### src/sv/rmq_pkg.sv
// ----------------------------------------------------------------------------
// rmq_pkg
// shared types, widths and helpers for the rotation matrix to quaternion block
// ----------------------------------------------------------------------------
`default_nettype none

package rmq_pkg;

   localparam int WORD_W  = 16;               // entry and component width
   localparam int FRAC_W  = WORD_W - 2;       // fraction bits, q1.f
   localparam int RAD_W   = WORD_W + 2;       // signed radicand
   localparam int DIFF_W  = WORD_W + 1;       // signed sum of two entries
   localparam int ROOT_W  = WORD_W - 1;       // square root result
   localparam int SQ_IN_W = 2 * ROOT_W;       // square root operand
   localparam int SQ_REM_W = ROOT_W + 2;      // square root remainder
   localparam int DIV_W   = ROOT_W + 2;       // divisor, four times the root
   localparam int MAG_W   = DIFF_W;           // magnitude of a difference
   localparam int DREM_W  = 2 * WORD_W + 1;   // division remainder

   localparam logic [1:0] BR_TRACE = 2'd0;
   localparam logic [1:0] BR_X     = 2'd1;
   localparam int         BR_Y_I   = 2;
   localparam logic [1:0] BR_Y     = 2'(BR_Y_I);
   localparam logic [1:0] BR_Z     = 2'd3;

   typedef struct packed {
      logic signed [WORD_W-1:0] m00;
      logic signed [WORD_W-1:0] m01;
      logic signed [WORD_W-1:0] m02;
      logic signed [WORD_W-1:0] m10;
      logic signed [WORD_W-1:0] m11;
      logic signed [WORD_W-1:0] m12;
      logic signed [WORD_W-1:0] m20;
      logic signed [WORD_W-1:0] m21;
      logic signed [WORD_W-1:0] m22;
   } req_type;

   typedef struct packed {
      logic signed [WORD_W-1:0] quat_w;
      logic signed [WORD_W-1:0] quat_x;
      logic signed [WORD_W-1:0] quat_y;
      logic signed [WORD_W-1:0] quat_z;
      logic [1:0]               branch_taken;
      logic                     degenerate;
   } rsp_type;

   // clamp an unsigned quotient and apply its sign
   function automatic logic [WORD_W-1:0] sat_quot(input logic [WORD_W-1:0] q,
                                                   input logic neg,
                                                   input logic ovf);
      logic big;
      big = ovf || q[WORD_W-1];
      if (neg) begin
         sat_quot = big ? {1'b1, {(WORD_W-1){1'b0}}} : WORD_W'(~q + 1'b1);
      end else begin
         sat_quot = big ? {1'b0, {(WORD_W-1){1'b1}}} : q;
      end
   endfunction

endpackage

`default_nettype wire

### src/sv/rmq_sqrt_cell.sv
// ----------------------------------------------------------------------------
// rmq_sqrt_cell
// one digit of a restoring square root, registered, with a carried side word
// ----------------------------------------------------------------------------
`default_nettype none

module rmq_sqrt_cell #(
   parameter int SIDE_W = 1
) (
   input  wire                          clock,
   input  wire                          reset,
   input  wire                          in_valid,
   input  wire [rmq_pkg::SQ_REM_W-1:0]  in_rem,
   input  wire [rmq_pkg::ROOT_W-1:0]    in_root,
   input  wire [rmq_pkg::SQ_IN_W-1:0]   in_rad,
   input  wire [SIDE_W-1:0]             in_side,
   output logic                         out_valid,
   output logic [rmq_pkg::SQ_REM_W-1:0] out_rem,
   output logic [rmq_pkg::ROOT_W-1:0]   out_root,
   output logic [rmq_pkg::SQ_IN_W-1:0]  out_rad,
   output logic [SIDE_W-1:0]            out_side
);
   import rmq_pkg::*;

   logic                valid_ff;
   logic [SQ_REM_W-1:0] trial;
   logic [SQ_REM_W-1:0] sub;
   logic                ge;
   logic [SQ_REM_W-1:0] rem_in, rem_ff;
   logic [ROOT_W-1:0]   root_in, root_ff;
   logic [SQ_IN_W-1:0]  rad_ff;
   logic [SIDE_W-1:0]   side_ff;

   always_comb begin
      trial   = {in_rem[SQ_REM_W-3:0], in_rad[SQ_IN_W-1 -: 2]};
      sub     = {in_root, 2'b01};
      ge      = trial >= sub;
      rem_in  = ge ? trial - sub : trial;
      root_in = {in_root[ROOT_W-2:0], ge};
   end

   always_ff @(posedge clock) begin
      if (reset) begin
         valid_ff <= 1'b0;
      end else begin
         valid_ff <= in_valid;
      end
      rem_ff  <= rem_in;
      root_ff <= root_in;
      rad_ff  <= {in_rad[SQ_IN_W-3:0], 2'b00};
      side_ff <= in_side;
   end

   assign out_valid = valid_ff;
   assign out_rem   = rem_ff;
   assign out_root  = root_ff;
   assign out_rad   = rad_ff;
   assign out_side  = side_ff;

endmodule

`default_nettype wire

### config.mk
export PLATFORM = sky130hd
export DESIGN_NAME = rmq_sqrt_cell
export DESIGN_NICKNAME = d
export VERILOG_FILES = /design/src/sv/rmq_pkg.sv /design/src/sv/rmq_sqrt_cell.sv
export SDC_FILE = /design/constraint.sdc
export NUM_CORES = 1
export LEC_CHECK = 0
export ABC_AREA = 1
export ABC_CLOCK_PERIOD_IN_PS = 3300
export BUFFER_PORTS_ARGS = -buffer_cell sky130_fd_sc_hd__buf_2
export CAP_MARGIN = 40
export CORE_ASPECT_RATIO = 1.5
export CORE_MARGIN = 10
export CORE_UTILIZATION = 49
export DETAILED_ROUTE_END_ITERATION = 12
export GPL_ROUTABILITY_DRIVEN = 0
export GPL_TIMING_DRIVEN = 0
export PLACE_DENSITY = 0.93
export SETUP_SLACK_MARGIN = 0.05
export SYNTH_ARGS = -nofsm -noshare
export SYNTH_HDL_FRONTEND = slang
export SYNTH_SLANG_ARGS = --single-unit
### constraint.sdc
create_clock -name clock -period 3.3 [get_ports clock]
set_input_delay 0.66 -clock clock [delete_from_list [all_inputs] [get_ports clock]]
set_output_delay 0.66 -clock clock [all_outputs]
set_load 0.005 [all_outputs]
; Word-level counts from Yosys, hierarchy flattened
; Index checks and enable logic that the tools add are counted.
[word_totals]
ff_bits = 62
inputBits = 66
out_inout_bits = 64
word_cells = 8
[classes]
add_sub_neg = 1
magnitude_cmp = 1
muxes = 1
[op_table]
columns = operator, count
row1 = $ge 17x17->1, 1
row2 = $mux 17, 1
row3 = $sub 17x17->17, 1

; Logic depth before layout (Yosys ltp)
[depth]
word_depth = 2
depth_mapped = 13
mapped_depth_nobuf = 12

; Worst setup path after synthesis
; OpenSTA, ideal clock, no wires.
[synth_timing]
path_type = input to register
start = in in_root[10] in the netlist's numbering
end = reg rem_ff[5], in the netlist out_rem[5]
setup_time_ns = 0.112
arrival_ns = 1.892
required_ns = 3.188
setup_slack_ns = 1.296
cell_stages = 13
n_path_buf = 1
cell_sequence = inv_1 ha_1 nand2_1 inv_1 nand2_1 nand2_1 nand2_1 nand2_1 nor2_8 nand2_8 buf_12 nand2_1 nand2_1
[synth_via]
elab_chain_cells = 2
[synth_rtl]
columns = element, line_no
row1 = start: declaration, rmq_sqrt_cell.sv:14  ; input wire [rmq_pkg::ROOT_W-1:0] in_root,
row2 = $ge 17x17->1, rmq_sqrt_cell.sv:37  ; ge = trial >= sub;
row3 = net ge, rmq_sqrt_cell.sv:28  ; logic ge;
row4 = $mux 17, rmq_sqrt_cell.sv:38  ; rem_in = ge ? trial - sub : trial;
row5 = net rem_in[5], rmq_sqrt_cell.sv:29  ; logic [SQ_REM_W-1:0] rem_in, rem_ff;
row6 = end signal: assignment, rmq_sqrt_cell.sv:48  ; rem_ff <= rem_in;
row7 = end: declaration, rmq_sqrt_cell.sv:29
; The timed path passes the listed nets, and every way through them passes these cells.
; A chain may end at the register's enable or synchronous reset.

; Worst setup path in the final report
[layout_timing]
start = in in_rem[6] in the netlist's numbering
end = reg rem_ff[9], in the netlist out_rem[9]
[layout_via]
elab_chain_cells = 2
elab_cells_between_ends = 3
cone_classes = add/sub (1) / order compare (1) / mux (1)
[layout_rtl]
columns = element, line_no
row1 = start: declaration, rmq_sqrt_cell.sv:13  ; input wire [rmq_pkg::SQ_REM_W-1:0] in_rem,
row2 = $sub 17x17->17 or $ge 17x17->1 (tied branches), "rmq_sqrt_cell.sv:38, rmq_sqrt_cell.sv:37"
row3 = $mux 17 *, rmq_sqrt_cell.sv:38
row4 = net rem_in[9], rmq_sqrt_cell.sv:29
; The timed path passes the listed nets; every way through them passes the cells marked *.

==> impl_results.md <==
* Half-perimeter wire length after placement at about 6400 µm
* Maximum root-to-sink buffer count at 2
* First-pass GRT wire length at ~13000 µm
* Overall power after layout at roughly 0.0019 W
* Initial antenna violation count at 0
* Final Hold Vio Count at 0
* Cell with the most instances after synthesis: nand2_1
* Die X-Extent at just over 80 µm
* Portion of the post-synthesis area used by sequential elements at 46.18%
* Area contributors post-synth: dfxtp_1, nand2_1, inv_1
* Critical path arrival at about 2.4 ns
* Fraction of the cycle the final worst path needs at between 60% and 70%
* Number of nets in the layout at approximately 570
* Leakage component of the power at about 2.1 nW
* Critical path's most frequent cell: nand2_1
* Std cell rows at 33
* Power per standard cell area at around 520 mW/mm²
* Clk sink count at just over 60
* Minimum period implied by the final worst setup slack at around 2.1 ns
* Number of detailed-routing iterations run before antenna repair at 4
* List of most frequent post-synthesis cells: nand2_1, dfxtp_1, inv_1, nand3_1, ha_1
* Syn Area/Cell at a little under 8 µm²
* Hold path startpoint: in_rad[26]
* Gate Count Post-Synth at approximately 350
* Die H at about 110 µm
* Number of buffers inserted by post-CTS setup repair at 0
* Clock transition time at the flip-flop clock pins of the worst setup and hold paths at around 0.070 ns
* Final design area excluding fillers at 0.003601 mm²
* Peak supply drop at 292.3 µV
* Worst path required time at about 3.6 ns
* Synthesized cell area at around 0.0027 mm²
* Synth async-reset ratio at 0%
* Placement Setup Slack at between 0.9 and 1 ns
* Share of total power consumed by net switching at just under 30%
* Relative contribution of sequential cells to total power at 44.0%
* Library cells used by synthesis at 27
* Vias at 2658
* Area of the core at 0.005409 mm²
* Sum of routed wire length over all layers at roughly 8000 µm
* #FFs+latches synth at just over 60
* DR iter-0 viols at between 150 and 200
* CTS Root Buffer Type: clkbuf_8
* Share of layout cells above drive strength 1 at around a third
* P_int at ~0.0013 W
* Count of flip-flops with a built-in enable after synthesis at 0
* Count of final max-slew check failures at 0
* CTS Hold Bufs at 0
* P&R area growth vs syn at 33.98%
* Cell Area, Placed at between 0.003 and 0.004 mm²
* Ys Warns at 0
* Detailed-route vias per instance at 4.763
* Worst setup margin at about 1.2 ns
* Outcome: finished, final reports clean
* Startpoint types: input port
* Final setup vio count at 0
* Initial Util at between 40% and 50%
* Residual DRC count at 0
* Cells traversed along the worst timing path: buf_2 > ha_1 > nand2_2 > inv_1 > nand2_1 > nand2_1 > inv_2 > nand3_2 > nand2_4 > buf_2 > nand3_1 > nand2_1
* Total of fill cells in the finished design at about 430
* WS Path Type: input port to flop
* Number of buffers added by the clock tree synthesis step at 9
* Final routed wire length divided by cell count at about 14 µm
* Highest fanout seen on the critical path at 10
* Proportion of netlist area held by the largest area contributor at a little under half
* RSZ-0062 raised after global routing: no
* GRT Residual Overflow at 0
* Critical path origin: in_rem[6]
* Port Buffers at about 130
* Psw at 0.0005507 W
* Maximum capacitance violations at 0
* Post-cts sizing count at 0
* Ports placed on the boundary at 130
* Core occupancy in the finished layout at about 67%
* Count of antenna-violating nets left after detailed routing at 0
* Diodes inserted at 0
* Cell type with the highest aggregate area in the netlist: dfxtp_1
* Sum of negative setup slack at 0 ns
* Largest net degree at the start of global routing at 13
* Delay contributed by the slowest stage of the critical path at ~0.36 ns
* Slowest stage cell, crit path: ha_1
* All-layer global routing usage at 18.31%
* Combinational fraction of design power at a little over a fifth
* Endpoint class of the critical path: flop
* Clk network pwr share at about a third
* Most common flop cell mapped by yosys: dfxtp_1
* Clock tree from TritonCTS: yes
* Number of H-tree branching levels at 3
* Vias in the first global route at ~2800
* Area of the die at 0.008908 mm²
* Maximum frequency from static timing analysis at between 0.4 and 0.5 GHz
* HP Class: input port to flop
-- worst max-delay path: cells and delay by family --
kind                       cells  cell delay [ns]
adders and majority gates      1             0.36
and+or+nand+nor                7             0.83
buffers and inverters          4             0.51
-- area by class of cell --
cell class	count	area (µm²)	area share, %
clock buffers	9	123.9	3.440
well taps	70	87.58	2.432
plain buffers	5	47.55	1.320
repair buffers	125	625.6	17.37
clock inverters	7	72.57	2.015
multi-input cells	221	1181	32.80
inverters	59	221.5	6.150
flip-flops and latches	62	1241	34.47
-- sequential cells by signal, indices dropped and copies added (netlist names) --
signal / flops
out_root: 15
out_rem: 17
out_valid: 1
out_rad: 28
out_side: 1
-- worst paths after layout --
| check | end | cells past startpoint |
|---|---|---|
| worst max-delay path | out_rem[9] | 12 |
| worst min-delay path | out_rad[28] | 1 |
-- cells by family (layout without fill, tap and decap cells) --
kind of cell,Yosys count,in the layout,share of synthesized area [%]
other,1,2,0.1395
flip-flops,62,62,46.18
adder cells (fa/ha/maj),17,17,7.914
buffers and inverters,64,205,10.01
XOR/XNOR,6,6,1.955
AND/OR/NAND/NOR,185,185,31.75
AO/OA/AOI/OAI,11,11,2.048
-- power by group through the flow --
stage	Clock (W)	Combinational, W	Sequential, W
6_report	0.000659	0.000396	0.000830
4_1_cts	0.000670	0.000398	0.000831
3_3_place_gp	0	0.000380	0.000845
2_1_floorplan	0	0.000216	0.000860
5_1_grt	0.000701	0.000447	0.000837
3_5_place_dp	0	0.000393	0.000847
-- metrics by stage --
step	std cells	hold slack, ns
after global routing	558	0.4022
after floorplan	347	0.6877
after global placement	542	0.7622
after CTS	558	0.4033
after detailed placement	542	0.7642
final	558	0.4144
-- per-layer routing --
| layer | routed length [µm] | track usage, % | up-vias | share of wire [%] |
|---|---|---|---|---|
| li1 | - | - | 1335 | - |
| met1 | 2690 | 16.40 | 1160 | 34 |
| met2 | 4216 | 34.12 | 138 | 53 |
| met3 | 818 | 6.656 | 25 | 10 |
| met4 | 259 | 8.373 | 0 | 3.2 |
| met5 | 0 | 0 | - | 0 |
-- placed cells by master, fill, tap and decap left out, types with 3 or more instances in the layout --
| cell | instances |
|---|---|
| nand4_1 | 3 |
| ha_1 | 17 |
| nor2_1 | 14 |
| a21oi_1 | 9 |
| nand2_2 | 3 |
| inv_1 | 58 |
| buf_4 | 3 |
| dfxtp_1 | 62 |
| nand3_1 | 28 |
| buf_2 | 126 |
| nand3b_1 | 6 |
| clkbuf_8 | 9 |
| nand3_2 | 4 |
| nand2_1 | 116 |
| xor2_1 | 5 |
Power figures use the tool's default switching activity.
