`src/sv/rmq_pkg.sv`:
```
// ----------------------------------------------------------------------------
// rmq_pkg
// shared types, widths and helpers for the rotation matrix to quaternion block
// ----------------------------------------------------------------------------
`default_nettype none

package rmq_pkg;

   localparam int WORD_W  = 16;               // entry and component width
   localparam int FRAC_W  = WORD_W - 2;       // fraction bits, q1.f
   localparam int RAD_W   = WORD_W + 2;       // signed radicand
   localparam int DIFF_W  = WORD_W + 1;       // signed sum of two entries
   localparam int ROOT_W  = WORD_W - 1;       // square root result
   localparam int SQ_IN_W = 2 * ROOT_W;       // square root operand
   localparam int SQ_REM_W = ROOT_W + 2;      // square root remainder
   localparam int DIV_W   = ROOT_W + 2;       // divisor, four times the root
   localparam int MAG_W   = DIFF_W;           // magnitude of a difference
   localparam int DREM_W  = 2 * WORD_W + 1;   // division remainder

   localparam logic [1:0] BR_TRACE = 2'd0;
   localparam logic [1:0] BR_X     = 2'd1;
   localparam int         BR_Y_I   = 2;
   localparam logic [1:0] BR_Y     = 2'(BR_Y_I);
   localparam logic [1:0] BR_Z     = 2'd3;

   typedef struct packed {
      logic signed [WORD_W-1:0] m00;
      logic signed [WORD_W-1:0] m01;
      logic signed [WORD_W-1:0] m02;
      logic signed [WORD_W-1:0] m10;
      logic signed [WORD_W-1:0] m11;
      logic signed [WORD_W-1:0] m12;
      logic signed [WORD_W-1:0] m20;
      logic signed [WORD_W-1:0] m21;
      logic signed [WORD_W-1:0] m22;
   } req_type;

   typedef struct packed {
      logic signed [WORD_W-1:0] quat_w;
      logic signed [WORD_W-1:0] quat_x;
      logic signed [WORD_W-1:0] quat_y;
      logic signed [WORD_W-1:0] quat_z;
      logic [1:0]               branch_taken;
      logic                     degenerate;
   } rsp_type;

   // clamp an unsigned quotient and apply its sign
   function automatic logic [WORD_W-1:0] sat_quot(input logic [WORD_W-1:0] q,
                                                   input logic neg,
                                                   input logic ovf);
      logic big;
      big = ovf || q[WORD_W-1];
      if (neg) begin
         sat_quot = big ? {1'b1, {(WORD_W-1){1'b0}}} : WORD_W'(~q + 1'b1);
      end else begin
         sat_quot = big ? {1'b0, {(WORD_W-1){1'b1}}} : q;
      end
   endfunction

endpackage

`default_nettype wire

```
`src/sv/rmq_div_cell.sv`:
```
// ----------------------------------------------------------------------------
// rmq_div_cell
// one quotient bit of a restoring divider, registered, with a carried side word
// ----------------------------------------------------------------------------
`default_nettype none

module rmq_div_cell #(
   parameter int SHIFT  = 0,
   parameter int SIDE_W = 1
) (
   input  wire                        clock,
   input  wire                        reset,
   input  wire                        in_valid,
   input  wire [rmq_pkg::DREM_W-1:0]  in_rem,
   input  wire [rmq_pkg::DIV_W-1:0]   in_div,
   input  wire [rmq_pkg::WORD_W-1:0]  in_quot,
   input  wire [SIDE_W-1:0]           in_side,
   output logic                       out_valid,
   output logic [rmq_pkg::DREM_W-1:0] out_rem,
   output logic [rmq_pkg::DIV_W-1:0]  out_div,
   output logic [rmq_pkg::WORD_W-1:0] out_quot,
   output logic [SIDE_W-1:0]          out_side
);
   import rmq_pkg::*;

   logic              valid_ff;
   logic [DREM_W-1:0] dsh;
   logic              ge;
   logic [DREM_W-1:0] rem_in, rem_ff;
   logic [WORD_W-1:0] quot_in, quot_ff;
   logic [DIV_W-1:0]  div_ff;
   logic [SIDE_W-1:0] side_ff;

   always_comb begin
      dsh            = DREM_W'(in_div) << SHIFT;
      ge             = in_rem >= dsh;
      rem_in         = ge ? in_rem - dsh : in_rem;
      quot_in        = in_quot;
      quot_in[SHIFT] = ge;
   end

   always_ff @(posedge clock) begin
      if (reset) begin
         valid_ff <= 1'b0;
      end else begin
         valid_ff <= in_valid;
      end
      rem_ff  <= rem_in;
      quot_ff <= quot_in;
      div_ff  <= in_div;
      side_ff <= in_side;
   end

   assign out_valid = valid_ff;
   assign out_rem   = rem_ff;
   assign out_div   = div_ff;
   assign out_quot  = quot_ff;
   assign out_side  = side_ff;

endmodule

`default_nettype wire

```
`config.mk`:
```
export PLATFORM = sky130hd
export DESIGN_NAME = rmq_div_cell
export DESIGN_NICKNAME = d
export VERILOG_FILES = /design/src/sv/rmq_pkg.sv /design/src/sv/rmq_div_cell.sv
export SDC_FILE = /design/constraint.sdc
export NUM_CORES = 1
export LEC_CHECK = 0
export ABC_AREA = 1
export BUFFER_PORTS_ARGS = -buffer_cell sky130_fd_sc_hd__clkbuf_2
export CELL_PAD_IN_SITES_DETAIL_PLACEMENT = 1
export CELL_PAD_IN_SITES_GLOBAL_PLACEMENT = 1
export CORE_UTILIZATION = 37
export CTS_BUF_LIST = sky130_fd_sc_hd__clkbuf_4
export DETAILED_ROUTE_END_ITERATION = 10
export GPL_TIMING_DRIVEN = 0
export PLACE_DENSITY = 0.89
export SLEW_MARGIN = 25
export SYNTH_ARGS = -nofsm -noshare
export SYNTH_HDL_FRONTEND = slang
export SYNTH_SLANG_ARGS = --single-unit
```
`constraint.sdc`:
```
create_clock -name clock -period 3.2 [get_ports clock]
set_input_delay 0.48 -clock clock [delete_from_list [all_inputs] [get_ports clock]]
set_output_delay 0.48 -clock clock [all_outputs]
set_load 0.01 [all_outputs]
```
## Word-level counts from Yosys, hierarchy flattened

Index checks and enable logic that the tools add are counted.

| storage, ports and cells | value |
|---|---|
| output and inout bits | 68 |
| bits in registers | 68 |
| latch bits | 0 |
| memory bits (read-only) | 0 |
| logic and storage cells | 8 |
| memories kept | 0 |
| bits in writable memories | 0 |

| operators by class | value |
|---|---|
| $lt $le $gt $ge | 1 |
| multipliers | 0 |
| bitwise gates (word level) | 0 |
| reductions and logical operators | 0 |
| $add $sub $neg | 1 |
| equality and inequality tests | 0 |
| divide/modulo/power cells | 0 |
| muxes and demuxes | 1 |
| shifts and indexed selects | 0 |

Operator list:

| kind | number |
|---|---|
| 33-bit by 17-bit >= comparator with 1-bit output | 1 |
| 33-bit 2-to-1 mux | 1 |
| 33-bit by 17-bit subtractor with 33-bit output | 1 |

## Depth between registers and ports, before layout

| depth | value |
|---|---|
| depth in word-level cells | 2 |
| gate-level depth with buffers | 15 |
| mapped depth without buffers | 14 |

## Least setup slack after synthesis

OpenSTA, ideal clock, no wires.

| timing | value |
|---|---|
| path kind | in2reg |
| start point | input port in_rem[0] (netlist name) |
| end point | register rem_ff[18], in the netlist out_rem[18] |
| stages on the path | 14 |
| data required time | 3.134 ns |
| arrival time | 1.866 ns |
| setup slack | 1.268 ns |
| setup time | 0.066 ns |
| path buffers | 0 |
| cells stage by stage | inv_1 -> ha_1 -> fa_1 -> inv_1 -> nand2_1 -> nand2_1 -> nand3_1 -> nand2_1 -> nand2_1 -> nand2_1 -> nand2_1 -> nand2_1 -> nand2_1 -> a21oi_2 |

| between the ends | value |
|---|---|
| word-level cells in the longest chain between the ends | 2 |

RTL lines:

| what | RTL line | RTL |
|---|---|---|
| start: declaration | rmq_div_cell.sv:14 | `input wire [rmq_pkg::DREM_W-1:0] in_rem,` |
| 33-bit by 17-bit subtractor with 33-bit output / 33-bit by 17-bit >= comparator with 1-bit output (equally long branches) | rmq_div_cell.sv:37, rmq_div_cell.sv:36 |  |
| 33-bit 2-to-1 mux (*) | rmq_div_cell.sv:37 | `rem_in = ge ? in_rem - dsh : in_rem;` |
| via rem_in[18] | rmq_div_cell.sv:29 | `logic [DREM_W-1:0] rem_in, rem_ff;` |
| end signal: assignment | rmq_div_cell.sv:48 | `rem_ff <= rem_in;` |
| end: declaration | rmq_div_cell.sv:29 |  |

The timed path passes the listed nets; every way through them passes the cells marked *.
A chain may end at the register's enable or synchronous reset.

## Worst setup path after layout

| timing | value |
|---|---|
| start point | input port in_rem[0] (netlist name) |
| end point | register rem_ff[24], in the netlist out_rem[24] |

The elaborated chain is that of the path after synthesis.

==> out/qor.yml <==
outcome: "finished clean"
postCtsResizedCells: 0
synthesis.instances: 531
slew_headroom: 0.807
ys.flop_type: "sky130_fd_sc_hd__dfxtp_1"
num_antenna_cells: 0
syn_to_final_growth_pct: 28.1
fin_setup_tns_ps: 0
globalRouteMet1Util: 0.274
cts_tree: "yes"
rsz0062_at_grt: "no"
timing_max_transition_violations_final: 0
synth_fp_nets: 619
worst_hold_path.num_cells: 1
grt_pass1_wl_um: 17600
min-delay-path-class: "input pin to flip-flop"
post_synth_fa_ha_maj_area_fraction: 0.0649
synth_area_per_cell_sq_um: 6.76
start_kind: "input pin"
xor_xnor_fraction_of_synth_area: 0.0342
drive_gt1_frac: 0.278
clk_transition_reported_paths_ps: 130
synth_seq_cells: 68
worst_path_required_ps: 3560
chipHeight_um: 100
numnets_final: 766
initial_core_util: 0.385
globalRouteOverflowTotal: 0
combinational_family_with_the_most_area_after_synthesis: "simple AND/OR/NAND/NOR gates"
tritoncts.num_buffers: 9
ios: 138
grt_start_max_net_pins: 14
clock_sink_count: 68
wirelength_um: 10700
finalHoldViolations: 0
post-route-util: 0.493
async_reset_ff_frac: 0
gr-usage-all-layers: 0.225
mappedNetlistArea_sq_um: 3590
synth.distinct_cells: 28
globalRouteMet2Util: 0.414
core_sq_um: 9330
vias_per_cell: 4.60
dr_total_vias: 3736
dpl_worst_slack_ps: 786
synth_sequential_area_ratio: 0.379
std_cell_rows: 35
crit_fanout: 3
fin_crit_sh: 0.624
synth-edff-count: 0
gr-usage-met3: 0.0444
dp.cells: 796
hold_endpoint: "out_quot[9]"
timing.critical_path.arrival_ps: 2360
die_x_um: 100
leakagePower_nw: 2.62
worst_ir_drop_vdd_mv: 0.212
drc: 0
worst_pin_slew_ps: 289
worst_min_path_start: "in_quot[9]"
clock-root-buffer: "sky130_fd_sc_hd__clkbuf_4"
simple_gate_portion_of_the_synthesized_area: 0.341
final_cell_count_no_fill: 812
post_cts_repair_timing_setup_buffer_count: 0
cts-htree-levels: 3
grt.busiest_layer: "met2"
number_of_global_route_vias_before_repair: 3851
cp-end-kind: "flip-flop"
antenna_violations_before_repair: 0
detail_route.wl_per_cell_um: 13.1
setup_ws_ps: 1200
hpwlAfterDp_um: 9010
cts-hold-fix-buffers: 0
die_area_sq_um: 10100
max_freq_mhz: 501
place.gp.congestion: 0.821
cellPowerDensity_nw_per_um2: 461
type_of_the_worst_setup_path: "input pin to flip-flop"
max-cap-violations: 0
place.port_buffers: 136
dr.first_iter.drc_count: 80
synthMuxAreaShare: 0
drt-pass1-iter-count: 4
synth_warnings: 0
max-clock-path-buffers: 2
synth_compound_gate_area_share: 0.0645
setup_viol: 0
timing.critical_path.from: "in_rem[0]"
antenna_left: 0
post-route-min-period_ps: 2000
[per-stage QoR]
step	total power [mW]	hold slack, ps	instance area, sq um
floorplan	1.27	508	3590
global placement	1.46	582	4430
detailed placement	1.47	585	4430
CTS	2.15	136	4600
global route	2.25	120	4600
finish	2.12	153	4600
[worst max path at each step]
stage                       end  slack [ps]  cells after the start
CTS                 out_rem[32]        1220                     15
global placement    out_rem[24]         860                     15
detailed placement  out_rem[32]         790                     15
global route        out_rem[32]        1050                     15
floorplan           out_rem[18]        1270                     14
finish              out_rem[24]        1200                     15
[synthesized netlist by cell type (2+ instances only)]
master,number,area share
sky130_fd_sc_hd__nand2_1,204,0.21
sky130_fd_sc_hd__inv_1,90,0.094
sky130_fd_sc_hd__dfxtp_1,68,0.38
sky130_fd_sc_hd__nor2_1,48,0.050
sky130_fd_sc_hd__nand3_1,27,0.038
sky130_fd_sc_hd__a21oi_2,17,0.042
sky130_fd_sc_hd__ha_1,17,0.059
sky130_fd_sc_hd__a21oi_1,13,0.018
sky130_fd_sc_hd__xor2_1,12,0.029
sky130_fd_sc_hd__nor3_1,5,0.0070
sky130_fd_sc_hd__nor2_2,4,0.0070
sky130_fd_sc_hd__buf_6,3,0.0094
sky130_fd_sc_hd__nand2_2,3,0.0052
sky130_fd_sc_hd__inv_2,2,0.0021
sky130_fd_sc_hd__nand4_1,2,0.0035
sky130_fd_sc_hd__o21ai_1,2,0.0028
sky130_fd_sc_hd__or2_2,2,0.0035
sky130_fd_sc_hd__xnor2_1,2,0.0049
[final cells by class]
type / count / area (sq um)
Buffer: 5 / 61.3
Clock buffer: 9 / 67.6
Clock inverter: 7 / 98.8
Fill cell: 1302 / 4730
Inverter: 94 / 355
Multi-Input combinational cell: 364 / 1810
Sequential cell: 68 / 1360
Tap cell: 129 / 161
Timing Repair Buffer: 136 / 681
[cell usage in the layout (no fill, tap or decap)]
| cell | netlist | final |
|---|---|---|
| sky130_fd_sc_hd__a21oi_1 | 13 | 13 |
| sky130_fd_sc_hd__a21oi_2 | 17 | 17 |
| sky130_fd_sc_hd__buf_12 | 1 | 1 |
| sky130_fd_sc_hd__buf_4 | 1 | 1 |
| sky130_fd_sc_hd__buf_6 | 3 | 3 |
| sky130_fd_sc_hd__bufinv_16 | 0 | 2 |
| sky130_fd_sc_hd__clkbuf_2 | 0 | 136 |
| sky130_fd_sc_hd__clkbuf_4 | 0 | 9 |
| sky130_fd_sc_hd__clkinv_1 | 1 | 1 |
| sky130_fd_sc_hd__clkinv_2 | 0 | 1 |
| sky130_fd_sc_hd__clkinv_4 | 0 | 1 |
| sky130_fd_sc_hd__clkinvlp_4 | 0 | 1 |
| sky130_fd_sc_hd__dfxtp_1 | 68 | 68 |
| sky130_fd_sc_hd__fa_1 | 1 | 1 |
| sky130_fd_sc_hd__ha_1 | 17 | 17 |
| sky130_fd_sc_hd__inv_1 | 90 | 90 |
| sky130_fd_sc_hd__inv_2 | 2 | 2 |
| sky130_fd_sc_hd__inv_4 | 1 | 1 |
| sky130_fd_sc_hd__inv_6 | 0 | 2 |
| sky130_fd_sc_hd__nand2_1 | 204 | 204 |
| sky130_fd_sc_hd__nand2_2 | 3 | 3 |
| sky130_fd_sc_hd__nand2_4 | 1 | 1 |
| sky130_fd_sc_hd__nand3_1 | 27 | 27 |
| sky130_fd_sc_hd__nand3_2 | 1 | 1 |
| sky130_fd_sc_hd__nand3_4 | 1 | 1 |
| sky130_fd_sc_hd__nand4_1 | 2 | 2 |
| sky130_fd_sc_hd__nor2_1 | 48 | 48 |
| sky130_fd_sc_hd__nor2_2 | 4 | 4 |
| sky130_fd_sc_hd__nor3_1 | 5 | 5 |
| sky130_fd_sc_hd__o21ai_1 | 2 | 2 |
| sky130_fd_sc_hd__o21bai_1 | 1 | 1 |
| sky130_fd_sc_hd__or2_2 | 2 | 2 |
| sky130_fd_sc_hd__or2_4 | 1 | 1 |
| sky130_fd_sc_hd__xnor2_1 | 2 | 2 |
| sky130_fd_sc_hd__xor2_1 | 12 | 12 |
[worst max-delay path: stages]
cell and delay [ps]:
sky130_fd_sc_hd__clkbuf_2 80, sky130_fd_sc_hd__inv_1 40, sky130_fd_sc_hd__ha_1 220, sky130_fd_sc_hd__fa_1 370, sky130_fd_sc_hd__inv_1 70, sky130_fd_sc_hd__nand2_1 70
sky130_fd_sc_hd__nand2_1 120, sky130_fd_sc_hd__nand3_1 130, sky130_fd_sc_hd__nand2_1 170, sky130_fd_sc_hd__nand2_1 70, sky130_fd_sc_hd__nand2_1 190, sky130_fd_sc_hd__nand2_1 110
sky130_fd_sc_hd__nand2_1 80, sky130_fd_sc_hd__nand2_1 60, sky130_fd_sc_hd__a21oi_2 110
[flip-flops by register name (all words and copies together), names as in the netlist]
| signal | flops |
|---|---|
| out_div | 17 |
| out_quot | 16 |
| out_rem | 33 |
| out_side | 1 |
| out_valid | 1 |
[cells by family after synthesis]
kind of cell	Yosys count
AO/OA/AOI/OAI	33
AND/OR/NAND/NOR	299
XOR/XNOR	14
adder cells (fa/ha/maj)	18
buffers and inverters	99
flip-flops	68
[where the power goes]
part	switching, mW	total [mW]	internal [mW]
Combinational	0.304	0.500	0.196
Sequential	0.0203	0.950	0.930
Clock	0.345	0.666	0.322
[metal layers]
metal	wire length [um]	part of all wire
met1	4870	0.46
met2	5270	0.49
met3	428	0.040
met4	88	0.0083
met5	0	0
(Power assumes the default switching activity.)
